--- src/rtl/core/branch_unit_with_call_stack_top_macros.svh ---
// Assertion macros for the branch unit with call stack.
`ifndef BRANCH_UNIT_WITH_CALL_STACK_TOP_MACROS_SVH
`define BRANCH_UNIT_WITH_CALL_STACK_TOP_MACROS_SVH

`ifndef ASSERT_OFF

// property must hold at every clock edge outside reset
`define BUCS_ASSERT_PROP(label, prop) \
    label: assert property (@(posedge clk) disable iff (!rst_n) (prop)) \
        else $error("assertion failed");

// expression must never be true outside reset
`define BUCS_ASSERT_NEVER(label, expr) \
    label: assert property (@(posedge clk) disable iff (!rst_n) !(expr)) \
        else $error("forbidden condition seen");

`else

`define BUCS_ASSERT_PROP(label, prop)
`define BUCS_ASSERT_NEVER(label, expr)

`endif

`endif

--- src/rtl/core/bucs_pkg.sv ---
// Shared types, opcodes and status codes of the branch unit with call stack.
package bucs_pkg;

    localparam int PC_W           = 32;
    localparam int MODE_W         = 8;
    localparam int STATUS_W       = 2;
    localparam int CALL_DEPTH_DEF = 16;
    localparam int IN_TDATA_W     = 80;
    localparam int OUT_TDATA_W    = 40;

    // opcodes
    localparam logic [MODE_W-1:0] OP_JMP  = 8'h0B;
    localparam logic [MODE_W-1:0] OP_CALL = 8'h0C;
    localparam logic [MODE_W-1:0] OP_RET  = 8'h0D;
    localparam logic [MODE_W-1:0] OP_JC   = 8'h0E;
    localparam logic [MODE_W-1:0] OP_JNC  = 8'h0F;
    localparam logic [MODE_W-1:0] OP_JZ   = 8'h10;
    localparam logic [MODE_W-1:0] OP_JNZ  = 8'h11;
    localparam logic [MODE_W-1:0] OP_JV   = 8'h12;
    localparam logic [MODE_W-1:0] OP_JNV  = 8'h13;
    localparam logic [MODE_W-1:0] OP_JMI  = 8'h14;
    localparam logic [MODE_W-1:0] OP_JPL  = 8'h15;
    localparam logic [MODE_W-1:0] OP_JT   = 8'h47;
    localparam logic [MODE_W-1:0] OP_JNT  = 8'h48;
    localparam logic [MODE_W-1:0] OP_JG   = 8'h5A;
    localparam logic [MODE_W-1:0] OP_JNL  = 8'h5B;
    localparam logic [MODE_W-1:0] OP_JL   = 8'h5C;
    localparam logic [MODE_W-1:0] OP_JNG  = 8'h5D;
    localparam logic [MODE_W-1:0] OP_JA   = 8'h5E;
    localparam logic [MODE_W-1:0] OP_JNA  = 8'h5F;

    // status codes
    localparam logic [STATUS_W-1:0] ST_OK        = 2'd0;
    localparam logic [STATUS_W-1:0] ST_ILLEGAL   = 2'd1;
    localparam logic [STATUS_W-1:0] ST_OVERFLOW  = 2'd2;
    localparam logic [STATUS_W-1:0] ST_UNDERFLOW = 2'd3;

    typedef struct packed {
        logic [MODE_W-1:0] mode;
        logic [PC_W-1:0]   current_pc;
        logic              target_is_absolute;
        logic [PC_W-1:0]   operand_value;
        logic              flag_carry;
        logic              flag_zero;
        logic              flag_overflow;
        logic              flag_sign;
        logic              trap_match;
    } in_item_t;

    typedef struct packed {
        logic [PC_W-1:0]     next_pc;
        logic                branch_taken;
        logic [STATUS_W-1:0] status;
    } result_t;

    // stack update request, already qualified by the pipeline advance
    typedef struct packed {
        logic            push;
        logic            pop;
        logic [PC_W-1:0] push_pc;
    } stack_req_t;

    typedef struct packed {
        logic            full;
        logic            empty;
        logic [PC_W-1:0] top;
    } stack_stat_t;

endpackage

--- src/rtl/core/bucs_stack.sv ---
// Return stack: top entry in a register, prefetched second entry, rest in memory.
module bucs_stack #(
    parameter int CALL_DEPTH = bucs_pkg::CALL_DEPTH_DEF
) (
    input  logic                     clk,
    input  logic                     rst_n,
    input  bucs_pkg::stack_req_t     req,
    output bucs_pkg::stack_stat_t    stat
);

    localparam int CW = $clog2(CALL_DEPTH + 1);
    localparam int AW = (CALL_DEPTH > 1) ? $clog2(CALL_DEPTH) : 1;

    logic [CW-1:0]             cnt_reg;
    logic [CW-1:0]             cnt_next;
    logic [bucs_pkg::PC_W-1:0] tos_reg;
    logic [bucs_pkg::PC_W-1:0] below_reg;
    logic [bucs_pkg::PC_W-1:0] mem [CALL_DEPTH];
    logic [CW-1:0]             wr_cnt;
    logic [CW-1:0]             rd_cnt;
    logic [AW-1:0]             wr_addr;
    logic [AW-1:0]             rd_addr;

    always_comb
    begin
        if (req.push)
        begin
            cnt_next = cnt_reg + CW'(1);
        end
        else if (req.pop)
        begin
            cnt_next = cnt_reg - CW'(1);
        end
        else
        begin
            cnt_next = cnt_reg;
        end
    end

    // old top spills to memory slot count-1; prefetch slot newcount-2
    assign wr_cnt  = cnt_reg - CW'(1);
    assign rd_cnt  = cnt_next - CW'(2);
    assign wr_addr = wr_cnt[AW-1:0];
    assign rd_addr = rd_cnt[AW-1:0];

    always_ff @(posedge clk or negedge rst_n)
    begin
        if (!rst_n)
        begin
            cnt_reg <= '0;
        end
        else
        begin
            cnt_reg <= cnt_next;
        end
    end

    always_ff @(posedge clk)
    begin
        if (req.push && (cnt_reg != '0))
        begin
            mem[wr_addr] <= tos_reg;
        end
    end

    // a push makes the old top the second entry, bypassing the memory write
    always_ff @(posedge clk)
    begin
        if (req.push)
        begin
            below_reg <= tos_reg;
        end
        else
        begin
            below_reg <= mem[rd_addr];
        end
    end

    always_ff @(posedge clk)
    begin
        if (req.push)
        begin
            tos_reg <= req.push_pc;
        end
        else if (req.pop)
        begin
            tos_reg <= below_reg;
        end
    end

    assign stat.full  = (cnt_reg == CW'(CALL_DEPTH));
    assign stat.empty = (cnt_reg == '0);
    assign stat.top   = tos_reg;

endmodule

--- src/rtl/core/bucs_exec.sv ---
// Opcode decode, condition test and branch target for one instruction.
module bucs_exec (
    input  logic                  en,
    input  bucs_pkg::in_item_t    item,
    input  bucs_pkg::stack_stat_t stat,
    output bucs_pkg::result_t     res,
    output bucs_pkg::stack_req_t  req
);

    logic                      is_cond;
    logic                      cond;
    logic                      do_push;
    logic                      do_pop;
    logic [bucs_pkg::PC_W-1:0] target;
    logic                      c;
    logic                      z;
    logic                      v;
    logic                      s;

    assign c = item.flag_carry;
    assign z = item.flag_zero;
    assign v = item.flag_overflow;
    assign s = item.flag_sign;

    // absolute target is the operand itself, the same as pc + (target - pc) after wrap
    assign target = item.target_is_absolute ? item.operand_value
                                            : item.current_pc + item.operand_value;

    always_comb
    begin
        is_cond     = 1'b1;
        cond        = 1'b0;
        do_push     = 1'b0;
        do_pop      = 1'b0;
        res.next_pc = item.current_pc;
        res.branch_taken = 1'b0;
        res.status  = bucs_pkg::ST_OK;
        case (item.mode)
            bucs_pkg::OP_JMP:  cond = 1'b1;
            bucs_pkg::OP_CALL:
            begin
                is_cond = 1'b0;
                if (stat.full)
                begin
                    res.status = bucs_pkg::ST_OVERFLOW;
                end
                else
                begin
                    do_push          = 1'b1;
                    res.next_pc      = target;
                    res.branch_taken = 1'b1;
                end
            end
            bucs_pkg::OP_RET:
            begin
                is_cond = 1'b0;
                if (stat.empty)
                begin
                    res.status = bucs_pkg::ST_UNDERFLOW;
                end
                else
                begin
                    do_pop           = 1'b1;
                    res.next_pc      = stat.top;
                    res.branch_taken = 1'b1;
                end
            end
            bucs_pkg::OP_JC:   cond = c;
            bucs_pkg::OP_JNC:  cond = !c;
            bucs_pkg::OP_JZ:   cond = z;
            bucs_pkg::OP_JNZ:  cond = !z;
            bucs_pkg::OP_JV:   cond = v;
            bucs_pkg::OP_JNV:  cond = !v;
            bucs_pkg::OP_JMI:  cond = s;
            bucs_pkg::OP_JPL:  cond = !s;
            bucs_pkg::OP_JT:   cond = item.trap_match;
            bucs_pkg::OP_JNT:  cond = !item.trap_match;
            bucs_pkg::OP_JG:   cond = !z && (s == v);
            bucs_pkg::OP_JNL:  cond = (s == v);
            bucs_pkg::OP_JL:   cond = (s != v);
            bucs_pkg::OP_JNG:  cond = z || (s != v);
            bucs_pkg::OP_JA:   cond = !c && !z;
            bucs_pkg::OP_JNA:  cond = c || z;
            default:
            begin
                is_cond    = 1'b0;
                res.status = bucs_pkg::ST_ILLEGAL;
            end
        endcase
        if (is_cond && cond)
        begin
            res.next_pc      = target;
            res.branch_taken = 1'b1;
        end
    end

    assign req.push    = en && do_push;
    assign req.pop     = en && do_pop;
    assign req.push_pc = item.current_pc;

endmodule

--- src/rtl/core/branch_unit_with_call_stack_top.sv ---
// Top level of the branch unit with call stack: stream ports and pipeline registers.
//
// Executes one control-flow instruction per transfer and returns the next PC, a taken
// flag and a status (ok, illegal opcode, stack overflow, stack underflow). Throughput
// is one instruction per cycle unless m_tready holds back the result register; an
// instruction passes through the input register, then the result register. The
// return stack is updated in the same cycle an instruction moves from the input
// register into the result register, and its next-to-top entry is kept prefetched
// from the stack memory, so back-to-back call and ret run at full rate. CALL_DEPTH
// sets the stack depth; no clearing pass is needed after reset.
module branch_unit_with_call_stack_top #(
    parameter int CALL_DEPTH = bucs_pkg::CALL_DEPTH_DEF
) (
    input  logic                              clk,
    input  logic                              rst_n,
    input  logic                              s_tvalid,
    output logic                              s_tready,
    // mode[7:0], current_pc[39:8], operand_value[71:40], flag_carry[72],
    // flag_zero[73], flag_overflow[74], flag_sign[75], trap_match[76], zero[79:77]
    input  logic [bucs_pkg::IN_TDATA_W-1:0]   s_tdata,
    // target_is_absolute[0]
    input  logic                              s_tuser,
    output logic                              m_tvalid,
    input  logic                              m_tready,
    // next_pc[31:0], branch_taken[32], status[34:33], zero[39:35]
    output logic [bucs_pkg::OUT_TDATA_W-1:0]  m_tdata
);

    logic                  in_v_reg;
    logic                  in_v_next;
    bucs_pkg::in_item_t    in_reg;
    logic                  out_v_reg;
    logic                  out_v_next;
    bucs_pkg::result_t     out_reg;
    bucs_pkg::result_t     res;
    bucs_pkg::stack_req_t  stk_req;
    bucs_pkg::stack_stat_t stk_stat;
    logic                  s_fire;
    logic                  m_fire;
    logic                  adv;

    assign adv      = in_v_reg && (!out_v_reg || m_tready);
    assign s_tready = !in_v_reg || adv;
    assign s_fire   = s_tvalid && s_tready;
    assign m_fire   = out_v_reg && m_tready;

    always_comb
    begin
        if (s_fire)
        begin
            in_v_next = 1'b1;
        end
        else if (adv)
        begin
            in_v_next = 1'b0;
        end
        else
        begin
            in_v_next = in_v_reg;
        end

        if (adv)
        begin
            out_v_next = 1'b1;
        end
        else if (m_fire)
        begin
            out_v_next = 1'b0;
        end
        else
        begin
            out_v_next = out_v_reg;
        end
    end

    always_ff @(posedge clk or negedge rst_n)
    begin
        if (!rst_n)
        begin
            in_v_reg  <= 1'b0;
            out_v_reg <= 1'b0;
        end
        else
        begin
            in_v_reg  <= in_v_next;
            out_v_reg <= out_v_next;
        end
    end

    always_ff @(posedge clk)
    begin
        if (s_fire)
        begin
            in_reg.mode               <= s_tdata[7:0];
            in_reg.current_pc         <= s_tdata[39:8];
            in_reg.target_is_absolute <= s_tuser;
            in_reg.operand_value      <= s_tdata[71:40];
            in_reg.flag_carry         <= s_tdata[72];
            in_reg.flag_zero          <= s_tdata[73];
            in_reg.flag_overflow      <= s_tdata[74];
            in_reg.flag_sign          <= s_tdata[75];
            in_reg.trap_match         <= s_tdata[76];
        end
        if (adv)
        begin
            out_reg <= res;
        end
    end

    bucs_exec u_exec (
        .en   (adv),
        .item (in_reg),
        .stat (stk_stat),
        .res  (res),
        .req  (stk_req)
    );

    bucs_stack #(
        .CALL_DEPTH (CALL_DEPTH)
    ) u_stack (
        .clk   (clk),
        .rst_n (rst_n),
        .req   (stk_req),
        .stat  (stk_stat)
    );

    assign m_tvalid = out_v_reg;
    assign m_tdata  = {5'd0, out_reg.status, out_reg.branch_taken, out_reg.next_pc};

`include "branch_unit_with_call_stack_top_macros.svh"

    `BUCS_ASSERT_NEVER(a_full_and_empty, stk_stat.full && stk_stat.empty)
    `BUCS_ASSERT_NEVER(a_err_taken, out_v_reg && (out_reg.status != bucs_pkg::ST_OK) && out_reg.branch_taken)
    `BUCS_ASSERT_PROP(a_call_full, (adv && (in_reg.mode == bucs_pkg::OP_CALL) && stk_stat.full) |=> (out_reg.status == bucs_pkg::ST_OVERFLOW))
    `BUCS_ASSERT_PROP(a_ret_empty, (adv && (in_reg.mode == bucs_pkg::OP_RET) && stk_stat.empty) |=> (out_reg.status == bucs_pkg::ST_UNDERFLOW))

endmodule

--- config.mk ---
export PLATFORM = sky130hd
export DESIGN_NAME = branch_unit_with_call_stack_top
export DESIGN_NICKNAME = d
export VERILOG_FILES = /design/src/rtl/core/bucs_pkg.sv /design/src/rtl/core/bucs_stack.sv /design/src/rtl/core/bucs_exec.sv /design/src/rtl/core/branch_unit_with_call_stack_top.sv
export VERILOG_INCLUDE_DIRS = /design/src /design/src/rtl/core
export SDC_FILE = /design/constraint.sdc
export NUM_CORES = 1
export LEC_CHECK = 0
export ABC_CLOCK_PERIOD_IN_PS = 8810
export BUFFER_PORTS_ARGS = -buffer_cell sky130_fd_sc_hd__buf_2
export CORE_ASPECT_RATIO = 1.5
export CORE_MARGIN = 5
export CORE_UTILIZATION = 40
export CTS_CLUSTER_SIZE = 40
export DETAILED_ROUTE_END_ITERATION = 8
export HOLD_SLACK_MARGIN = 0.06
export PLACE_DENSITY_LB_ADDON = 0.12
export SLEW_MARGIN = 20
export SYNTH_ARGS = -nofsm -noshare
export SYNTH_HDL_FRONTEND = slang
export SYNTH_SLANG_ARGS = --single-unit
--- constraint.sdc ---
create_clock -name clk -period 8.81 [get_ports clk]
set_input_delay 1.762 -clock clk [delete_from_list [all_inputs] [get_ports clk]]
set_output_delay 1.762 -clock clk [all_outputs]
set_load 0.02 [all_outputs]
==> results of run 1 <==
[kinds of logic after synthesis]
logic type | Yosys count
DFF | 696
and+or+nand+nor | 360
AOI/OAI and AO/OA | 280
muxes | 139
buffers and inverters | 111
adders and majority gates | 39
xor gates and xnor gates | 33
other | 1
[cell usage in the layout (no fill, tap or decap), drive strengths merged, types with 19 or more instances in the layout]
cell type	instances
a21oi	55
nand2	164
o21ai	21
ha	38
dfxtp	32
nand3	53
o22ai	24
xnor2	20
a21o	23
buf	151
a22oi	92
mux4	128
clkbuf	86
nor2	64
clkinv	19
edfxtp	657
[per-stage QoR]
| step | utilization [%] | hold WS (ns) | cell area, um2 |
|---|---|---|---|
| 2_1_floorplan | - | 0.4572 | 28470 |
| 3_3_place_gp | 42.85 | 0.4737 | 30180 |
| 3_5_place_dp | 42.86 | 0.4880 | 30180 |
| 4_1_cts | 45.85 | 0.5167 | 32290 |
| 5_1_grt | 45.85 | 0.5291 | 32290 |
| 6_report | 45.85 | 0.5121 | 32290 |
[worst max-delay path by stage]
stage	startpoint	endpoint	slack, ns	depth (start not counted)
floorplan	m_tready	u_stack.below_reg[30]$_DFF_P_	3.36	17
global placement	m_tready	u_stack.below_reg[25]$_DFF_P_	2.80	16
detailed placement	m_tready	u_stack.below_reg[25]$_DFF_P_	2.68	16
CTS	m_tready	u_stack.below_reg[31]$_DFF_P_	3.33	16
global route	m_tready	u_stack.below_reg[31]$_DFF_P_	3.15	16
finish	m_tready	u_stack.below_reg[31]$_DFF_P_	3.43	16
[report_power, final]
| part | switching (uW) | internal, uW | leakage, uW |
|---|---|---|---|
| Combinational | 831 | 685 | 0.00362 |
| Sequential | 101 | 3740 | 0.00633 |
| Clock | 1190 | 1600 | 0.00104 |
| Total | 2120 | 6020 | 0.0110 |
[worst max-delay path: cells and delay by family]
kind,cells,cell delay [ns]
xor+xnor,2,0.55
buf+inv,5,1.20
simple gates,6,1.80
fa+ha+maj,1,0.23
compound gates,2,0.35
[layer usage]
metal / global-route usage, % / up-vias / wire, um
li1: - / 6882 / -
met1: 21.72 / 7931 / 27810
met2: 33.93 / 388 / 37570
met3: 2.283 / 112 / 2956
met4: 4.972 / 0 / 1907
met5: 0 / - / 0
[layout make-up]
| cell class | count | area [um2] | share of cell area, % |
|---|---|---|---|
| clock buffer | 86 | 1762 | 5.455 |
| clock inverter | 29 | 347.8 | 1.077 |
| inverter | 14 | 52.55 | 0.1627 |
| multi-input combinational | 856 | 7587 | 23.50 |
| sequential | 696 | 20540 | 63.62 |
| tap | 907 | 1135 | 3.514 |
| timing repair buffer | 151 | 863.3 | 2.673 |
==> results.py, run 1 <==
metrics = {
    "critical_path": {
        "cp_cell_sequence": "buf_2, nand2b_1, nand2_1, clkinv_1, nand3_2, buf_4, a211o_1, and2_4, inv_1, ha_1, xnor2_1, xnor2_1, and3_2, buf_4, a22oi_1, nand3_1",
        "crit_type": "in -> reg",
        "reg2reg_depth": 16,
        "timing.rr.start": "u_stack.cnt_reg[0]$_DFF_PN0_",
        "worstReg2RegEnd": "u_stack.below_reg[31]$_DFF_P_",
        "crit_arrival_ns": 5.93,
        "regToRegSetupSlack_ns": 3.80,
        "slowest_stage": "and3_2",
        "worstSetupEndpointType": "register",
        "startpoint_type": "input port",
        "slowest_delay_ns": 0.59,
        "required_ns": 9.36,
        "worstPathMaxFanout": 37,
    },
    "pwr": {
        "p_total_uw": 8146,
        "p_leak_uw": 0.01098,
        "p_per_area_nw_per_um2": 252.3,
        "peakVddDrop_v": 0.0001843,
    },
    "cts": {
        "clk_pin_slew_ns": 0.07,
        "ctsHtreeMaxLevel": 2,
        "clk_latency_ns": 0.61,
        "cts_buffers": 61,
        "cts.sinks": 696,
        "cts_resized": 0,
        "cts_tree": "done",
        "root_buffer": "clkbuf_16",
        "hold_buffers": 0,
        "postCtsSetupRepairBufs": 0,
        "clock_path_buffers": 3,
    },
    "timing": {
        "final_hold_viol_count": 0,
        "rsz0062_at_grt": "false",
        "drv_slew": 0,
        "period_needed_ns": 5.383,
        "period_share_pct": 61.10,
        "finalSetupViolations": 0,
        "worst_clock_skew_ns": 0.01309,
        "relSlewSlack_pct": 28.22,
        "finalWorstSetupSlack_ns": 3.427,
        "worstMarginPinSlew_ns": 1.077,
        "setup-tns-final_ns": 0,
        "max_freq_mhz": 185.8,
    },
    "synthesis": {
        "synth_area_per_cell_um2": 17.15,
        "synth-seq-cells": 696,
        "synth_mux_area_share_pct": 10.52,
        "synth_edf_count": 657,
        "syn_area_um2": 28450,
        "yosys.area_share.xor_xnor_pct": 1.016,
        "synthAdderAreaFrac_pct": 1.741,
        "yosysSeqAreaShare_pct": 72.20,
        "synthSimpleGateAreaFrac_pct": 5.932,
        "synth_top_area_share_pct": 69.34,
        "synth_top_cell_by_area": "edfxtp_1",
        "synthArstFlopShare_pct": 1.006,
        "synth_area_leaders": "edfxtp_1 69%, mux4_2 10%, a22oi_1 2.4%, dfxtp_1 2.3%, nand2_1 2.2%",
        "yosysUniqueCellTypes": 72,
        "ys_warn_count": 0,
        "synth_commonest_cells": "657 x edfxtp_1, 164 x nand2_1, 128 x mux4_2, 92 x a22oi_1, 66 x clkbuf_1",
        "ys.flop_type": "edfxtp_1",
        "netlist_instances": 1659,
        "synth_most_common_cell": "edfxtp_1",
        "synth_compound_area_share_pct": 6.728,
        "synth_top_family_by_area": "multiplexers",
    },
    "drt": {
        "wl_mm": 70.24,
        "ant_nets": 0,
        "drcViolationCount": 0,
        "vias_per_cell": 5.591,
        "wire_per_inst_um": 25.64,
        "drtIter0Drc": 926,
        "drt_first_pass_iters": 5,
        "vias": 15310,
    },
    "die": {
        "die_area_um2": 76680,
        "start_util_pct": 40.40,
        "coreArea_um2": 70430,
        "num_rows": 119,
        "ios": 127,
        "fp.dieW_um": 227.8,
        "die-height_um": 336.7,
    },
    "placed_design": {
        "io_buffers": 118,
        "dp_hpwl_mm": 40.20,
        "finalWeightedCongestion": 0.8657,
        "placedCellCount": 2624,
        "post-place-ws_ns": 2.681,
    },
    "finish": {
        "nets": 1904,
        "syn2layout_area_growth_pct": 13.49,
        "largest_reg_flops": 512,
        "antenna_cells": 0,
        "instances_no_fill": 2739,
        "final_layout_size_suffix_gt1_share_pct": 22.93,
        "nFillCells": 6055,
    },
    "global_routing": {
        "grt_use_total_pct": 17.95,
        "grt_start_max_net_pins": 129,
        "grt_pass1_wl_mm": 103.9,
        "grt_pass1_vias": 16190,
        "grt-ovfl-total": 0,
        "antenna_found_initial": 0,
    },
    "outcome": {
        "status": "completed",
    },
    "hold_path": {
        "min_path_type": "reg -> reg",
        "hp-start": "u_stack.below_reg[26]$_DFF_P_",
        "hold-path-endpoint": "u_stack.tos_reg[26]$_DFFE_PP_",
        "hold_path_depth": 2,
    },
    "flow_run": {
        "maxCapViolations": 0,
    },
}
No activity file was read; power rests on OpenSTA's default activity.
==> inputs of run 2 (changes only) <==
- ABC_CLOCK_PERIOD_IN_PS: 8810 -> 4900
- clock period: 8.81 -> 4.9 ns (I/O delays scaled with it)
==> run 2 against run 1 <==
Power rose by 76%. Worst setup slack worse by 3.1 ns. Clock skew is 0.0039 ns higher. Die area stayed put. Sequential cell count unchanged. Core utilization shrank 0.11 points. First-iteration DRC count grew 17%.
==> results.py, run 2 (synthesis gave the netlist of run 1 again) <==
metrics = {
    "outcome": {
        "status": "completed",
    },
    "timing": {
        "final_hold_viol_count": 0,
        "finalSetupViolations": 0,
        "period_needed_ns": 4.564,
        "worstMarginPinSlew_ns": 1.110,
        "rsz0062_at_grt": "false",
        "setup-tns-final_ns": 0,
        "timing.hold.ws_ns": 0.2021,
        "worst_clock_skew_ns": 0.01698,
        "drv_slew": 0,
        "period_share_pct": 93.15,
        "relSlewSlack_pct": 26.02,
        "max_freq_mhz": 219.1,
    },
    "cts": {
        "postCtsSetupRepairBufs": 0,
        "root_buffer": "clkbuf_16",
        "clk_latency_ns": 0.63,
        "clock_path_buffers": 3,
        "hold_buffers": 0,
        "ctsHtreeMaxLevel": 2,
        "cts.sinks": 696,
        "clk_pin_slew_ns": 0.07,
        "cts_tree": "done",
        "cts_buffers": 60,
        "cts_resized": 0,
    },
    "critical_path": {
        "reg2reg_depth": 15,
        "crit_arrival_ns": 5.12,
        "regToRegSetupSlack_ns": 0.34,
        "cpLargestDelayFamily": "simple AND/OR/NAND/NOR gates",
        "cp_cell_sequence": "inv_1, ha_1, or3b_1, nor2_1, nor3_4, a32o_1, xor2_1, inv_1, ha_1, xnor2_1, xnor2_1, buf_4, and3_2, a22oi_1, nand3_1",
        "worstReg2RegEnd": "u_stack.below_reg[18]$_DFF_P_",
        "worstPathMaxFanout": 32,
        "slowest_delay_ns": 0.93,
        "startpoint_type": "register",
        "cp_num_buf_inv": 3,
        "timing.rr.start": "u_stack.cnt_reg[0]$_DFF_PN0_",
        "worstSetupEndpointType": "register",
        "slowest_stage": "and3_2",
        "crit_type": "reg -> reg",
        "required_ns": 5.46,
    },
    "hold_path": {
        "min_path_type": "in -> async",
    },
    "global_routing": {
        "grt_use_total_pct": 17.97,
        "antenna_found_initial": 2,
        "grt_pass1_vias": 16290,
        "grt.met1_usage_pct": 22.09,
        "met3_usage_pct": 2.746,
        "grt_start_max_net_pins": 85,
        "met2_usage_pct": 33.03,
        "grt-ovfl-total": 0,
        "grt_pass1_wl_mm": 104.0,
        "grt_busiest_layer": "met2",
    },
    "die": {
        "start_util_pct": 40.40,
        "num_rows": 119,
        "fp.dieW_um": 227.8,
        "die-height_um": 336.7,
        "ios": 127,
        "coreArea_um2": 70430,
        "die_area_um2": 76680,
    },
    "finish": {
        "antenna_cells": 0,
        "syn2layout_area_growth_pct": 13.22,
        "layout_common_cells": "657 x edfxtp_1, 164 x nand2_1, 128 x mux4_2, 118 x buf_2, 92 x a22oi_1",
        "largest_reg_flops": 512,
        "utilization_pct": 45.74,
        "final_layout_size_suffix_gt1_share_pct": 22.25,
        "nets": 1909,
        "instances_no_fill": 2741,
        "final_common_cell": "edfxtp_1",
    },
    "pwr": {
        "p_sw_uw": 3838,
        "p_int_uw": 10480,
        "p_total_uw": 14320,
        "p_comb_share_pct": 19.1,
        "seq_power_share_pct": 48.5,
        "clock_power_share_pct": 32.4,
        "p_sw_share_pct": 26.81,
        "p_per_area_nw_per_um2": 444.4,
        "p_leak_uw": 0.01091,
        "peakVddDrop_v": 0.0005025,
    },
    "drt": {
        "ant_nets": 0,
        "drt_first_pass_iters": 5,
        "vias": 15330,
        "drcViolationCount": 0,
        "wire_per_inst_um": 25.67,
        "drtIter0Drc": 1087,
        "wl_mm": 70.35,
        "vias_per_cell": 5.593,
    },
    "placed_design": {
        "dp_hpwl_mm": 41.45,
        "placedCellCount": 2630,
        "io_buffers": 118,
        "finalWeightedCongestion": 0.8425,
    },
    "flow_run": {
        "maxCapViolations": 0,
    },
}
[run 2: per-layer routing]
metal	vias to the layer above	wire length [um]	share of wire, %
met3	111	3215	4.6
met4	0	1974	2.8
met1	7919	27850	40
met5	-	0	0
li1	6884	-	-
met2	417	37310	53
[run 2: worst max path at each step]
stage,from,end,slack (ns),cells after the start
2_1_floorplan,m_tready,u_stack.below_reg[30]$_DFF_P_,0.23,17
3_3_place_gp,u_stack.cnt_reg[0]$_DFF_PN0_,u_stack.below_reg[25]$_DFF_P_,0.43,15
3_5_place_dp,u_stack.cnt_reg[0]$_DFF_PN0_,u_stack.below_reg[25]$_DFF_P_,0.32,15
4_1_cts,u_stack.cnt_reg[0]$_DFF_PN0_,u_stack.below_reg[25]$_DFF_P_,0.30,15
5_1_grt,u_stack.cnt_reg[0]$_DFF_PN0_,u_stack.below_reg[1]$_DFF_P_,0.05,16
6_report,u_stack.cnt_reg[0]$_DFF_PN0_,u_stack.below_reg[18]$_DFF_P_,0.34,15
[run 2: area by class of cell]
cell class,count,area [um2]
Multi-Input combinational cell,856,7587
Fill cell,6051,38210
Timing Repair Buffer,157,1008
Sequential cell,696,20540
Inverter,14,52.55
Clock inverter,36,330.3
Clock buffer,75,1558
Tap cell,907,1135
[run 2: per-stage QoR]
| step | worst slack [ns] | cell area (um2) |
|---|---|---|
| 5_1_grt | 0.05476 | 32220 |
| 4_1_cts | 0.2962 | 32220 |
| 6_report | 0.3355 | 32220 |
| 3_3_place_gp | 0.4319 | 30320 |
| 2_1_floorplan | 0.2331 | 28470 |
| 3_5_place_dp | 0.3224 | 30330 |
[run 2: power by group through the flow]
stage,clock (uW),combinational [uW],sequential [uW]
finish,4640,2740,6940
global route,5000,2990,6960
CTS,4770,2820,6940
detailed placement,0,2800,7050
global placement,0,2770,7080
floorplan,0,2090,6940
[run 2: worst reg2reg max path, stage by stage (launching register included)]
cell and delay [ns]:
dfrtp_1 0.44, inv_1 0.19, ha_1 0.37, or3b_1 0.47
nor2_1 0.44, nor3_4 0.06, a32o_1 0.28, xor2_1 0.19
inv_1 0.06, ha_1 0.19, xnor2_1 0.13, xnor2_1 0.18
buf_4 0.16, and3_2 0.93, a22oi_1 0.26, nand3_1 0.16
==> inputs of run 3 (changes only) <==
- REMOVE_ABC_BUFFERS: not set -> 1
==> run 3 against run 2 <==
Clock-buffer cell count rose by 23. Clock power rose by 17%. Sequential cell count did not move. Critical endpoint is now u_stack.below_reg[25]$_DFF_P_. Core utilization rose by 0.90 points. Register-to-register slack improved by 0.27 ns. Sequential share of layout area fell by 1.2 points. Global-route usage rose by 2.2 points. Maximum frequency rose by 6.2%. Design area rose by 2.0%. Cell count rose by 1.0%. Clock skew rose by 0.0049 ns. Die area did not move.
==> results.py, run 3 (synthesis gave the netlist of run 1 again) <==
metrics = {
    "outcome": {
        "status": "completed",
    },
    "cts": {
        "cts_resized": 0,
        "cts_tree": "done",
        "clk_pin_slew_ns": 0.06,
        "postCtsSetupRepairBufs": 0,
        "ctsHtreeMaxLevel": 3,
        "cts_buffers": 69,
        "cts.sinks": 696,
        "clock_path_buffers": 3,
        "hold_buffers": 0,
        "clk_latency_ns": 0.61,
        "root_buffer": "clkbuf_16",
    },
    "critical_path": {
        "cpLargestDelayFamily": "simple AND/OR/NAND/NOR gates",
        "startpoint_type": "register",
        "worstSetupEndpointType": "register",
        "crit_arrival_ns": 4.83,
        "slowest_delay_ns": 0.59,
        "required_ns": 5.43,
        "slowest_stage": "nor3_4",
        "worstPathMaxFanout": 33,
        "crit_type": "reg -> reg",
        "cp_cell_sequence": "or2_2, or4_1, nor3_4, buf_4, and4b_1, xnor2_1, buf_4, nor3_4, buf_4, a22oi_1, nand3_1",
        "cp_num_buf_inv": 3,
        "path_common_cell": "buf_4",
    },
    "placed_design": {
        "dp_hpwl_mm": 43.31,
        "io_buffers": 118,
        "finalWeightedCongestion": 0.8316,
        "post_dp_cell_area_um2": 30520,
        "post-place-ws_ns": 0.4927,
    },
    "timing": {
        "relSlewSlack_pct": 24.19,
        "setup-tns-final_ns": 0,
        "finalWorstSetupSlack_ns": 0.6030,
        "final_hold_viol_count": 0,
        "worst_clock_skew_ns": 0.02188,
        "worstMarginPinSlew_ns": 1.130,
        "period_share_pct": 87.69,
        "rsz0062_at_grt": "false",
        "max_freq_mhz": 232.7,
        "period_needed_ns": 4.297,
        "finalSetupViolations": 0,
        "drv_slew": 0,
    },
    "drt": {
        "vias": 15950,
        "vias_per_cell": 5.761,
        "wl_mm": 78.58,
        "drt_first_pass_iters": 6,
        "drtIter0Drc": 1450,
        "drcViolationCount": 0,
        "wire_per_inst_um": 28.38,
        "ant_nets": 0,
    },
    "global_routing": {
        "antenna_found_initial": 2,
        "grt-ovfl-total": 0,
        "grt_use_total_pct": 20.15,
        "grt_pass1_vias": 16690,
        "grt_pass1_wl_mm": 113.2,
        "grt_start_max_net_pins": 130,
    },
    "finish": {
        "utilization_pct": 46.64,
        "design_area_um2": 32850,
        "syn2layout_area_growth_pct": 15.45,
        "final_layout_size_suffix_gt1_share_pct": 23.85,
        "layout_common_cells": "657 x edfxtp_1, 164 x nand2_1, 128 x mux4_2, 118 x buf_2, 92 x a22oi_1",
        "antenna_cells": 0,
        "nets": 1933,
        "largest_reg_flops": 512,
        "final_common_cell": "edfxtp_1",
    },
    "pwr": {
        "p_sw_share_pct": 25.76,
        "p_sw_uw": 3888,
        "seq_power_share_pct": 45.3,
        "clock_power_share_pct": 36.0,
        "p_per_area_nw_per_um2": 459.5,
        "p_comb_share_pct": 18.6,
        "p_int_uw": 11210,
        "peakVddDrop_v": 0.0003537,
        "p_leak_uw": 0.01123,
    },
    "die": {
        "num_rows": 119,
        "ios": 127,
        "die-height_um": 336.7,
        "die_area_um2": 76680,
        "start_util_pct": 40.40,
        "coreArea_um2": 70430,
        "fp.dieW_um": 227.8,
    },
    "hold_path": {
        "min_path_type": "in -> async",
    },
    "flow_run": {
        "maxCapViolations": 0,
    },
}
-- run 3: worst paths after layout --
check | endpoint | slack [ns] | cells past startpoint | start
max in group asynchronous | u_stack.cnt_reg[3]$_DFF_PN0_ | 4.50 | 1 | rst_n
setup / recovery | u_stack.below_reg[25]$_DFF_P_ | 0.60 | 11 | in_reg[76]$_DFFE_PP_
hold / removal | m_tvalid$_DFFE_PN0P_ | 0.23 | 1 | rst_n
hold reg to reg | u_stack.tos_reg[30]$_DFFE_PP_ | 0.50 | 2 | u_stack.below_reg[30]$_DFF_P_
min in group clk | u_stack.tos_reg[30]$_DFFE_PP_ | 0.50 | 2 | u_stack.below_reg[30]$_DFF_P_
setup reg to reg | u_stack.below_reg[25]$_DFF_P_ | 0.60 | 11 | in_reg[76]$_DFFE_PP_
-- run 3: per-stage QoR --
step	hold slack [ns]	std cells	power (uW)
floorplan	0.4572	1566	9184
global placement	0.4773	2645	9789
detailed placement	0.4880	2645	9838
CTS	0.1921	2769	15290
global route	0.2130	2769	15750
finish	0.2266	2769	15090
-- run 3: cell type report --
class	instances	area (um2)
fill	6044	37580
tap	907	1135
multi-input combinational	856	7596
clock buffer	98	2041
sequential	696	20540
timing repair buffer	172	1196
inverter	14	52.55
clock inverter	26	284.0
-- run 3: power groups by stage --
stage	Sequential [uW]	Clock [uW]	Combinational, uW
after floorplan	6950	0	2230
after global placement	6960	0	2830
after detailed placement	6960	0	2870
after CTS	6840	5560	2890
after global routing	6860	5810	3090
final	6840	5440	2810
-- run 3: routing by layer --
layer	up-vias	global-route usage (%)	part of all wire (%)
met4	0	5.488	2.1
met2	548	36.30	52
met3	101	3.007	5.7
met5	-	0	0
met1	8366	25.69	40
li1	6936	-	-
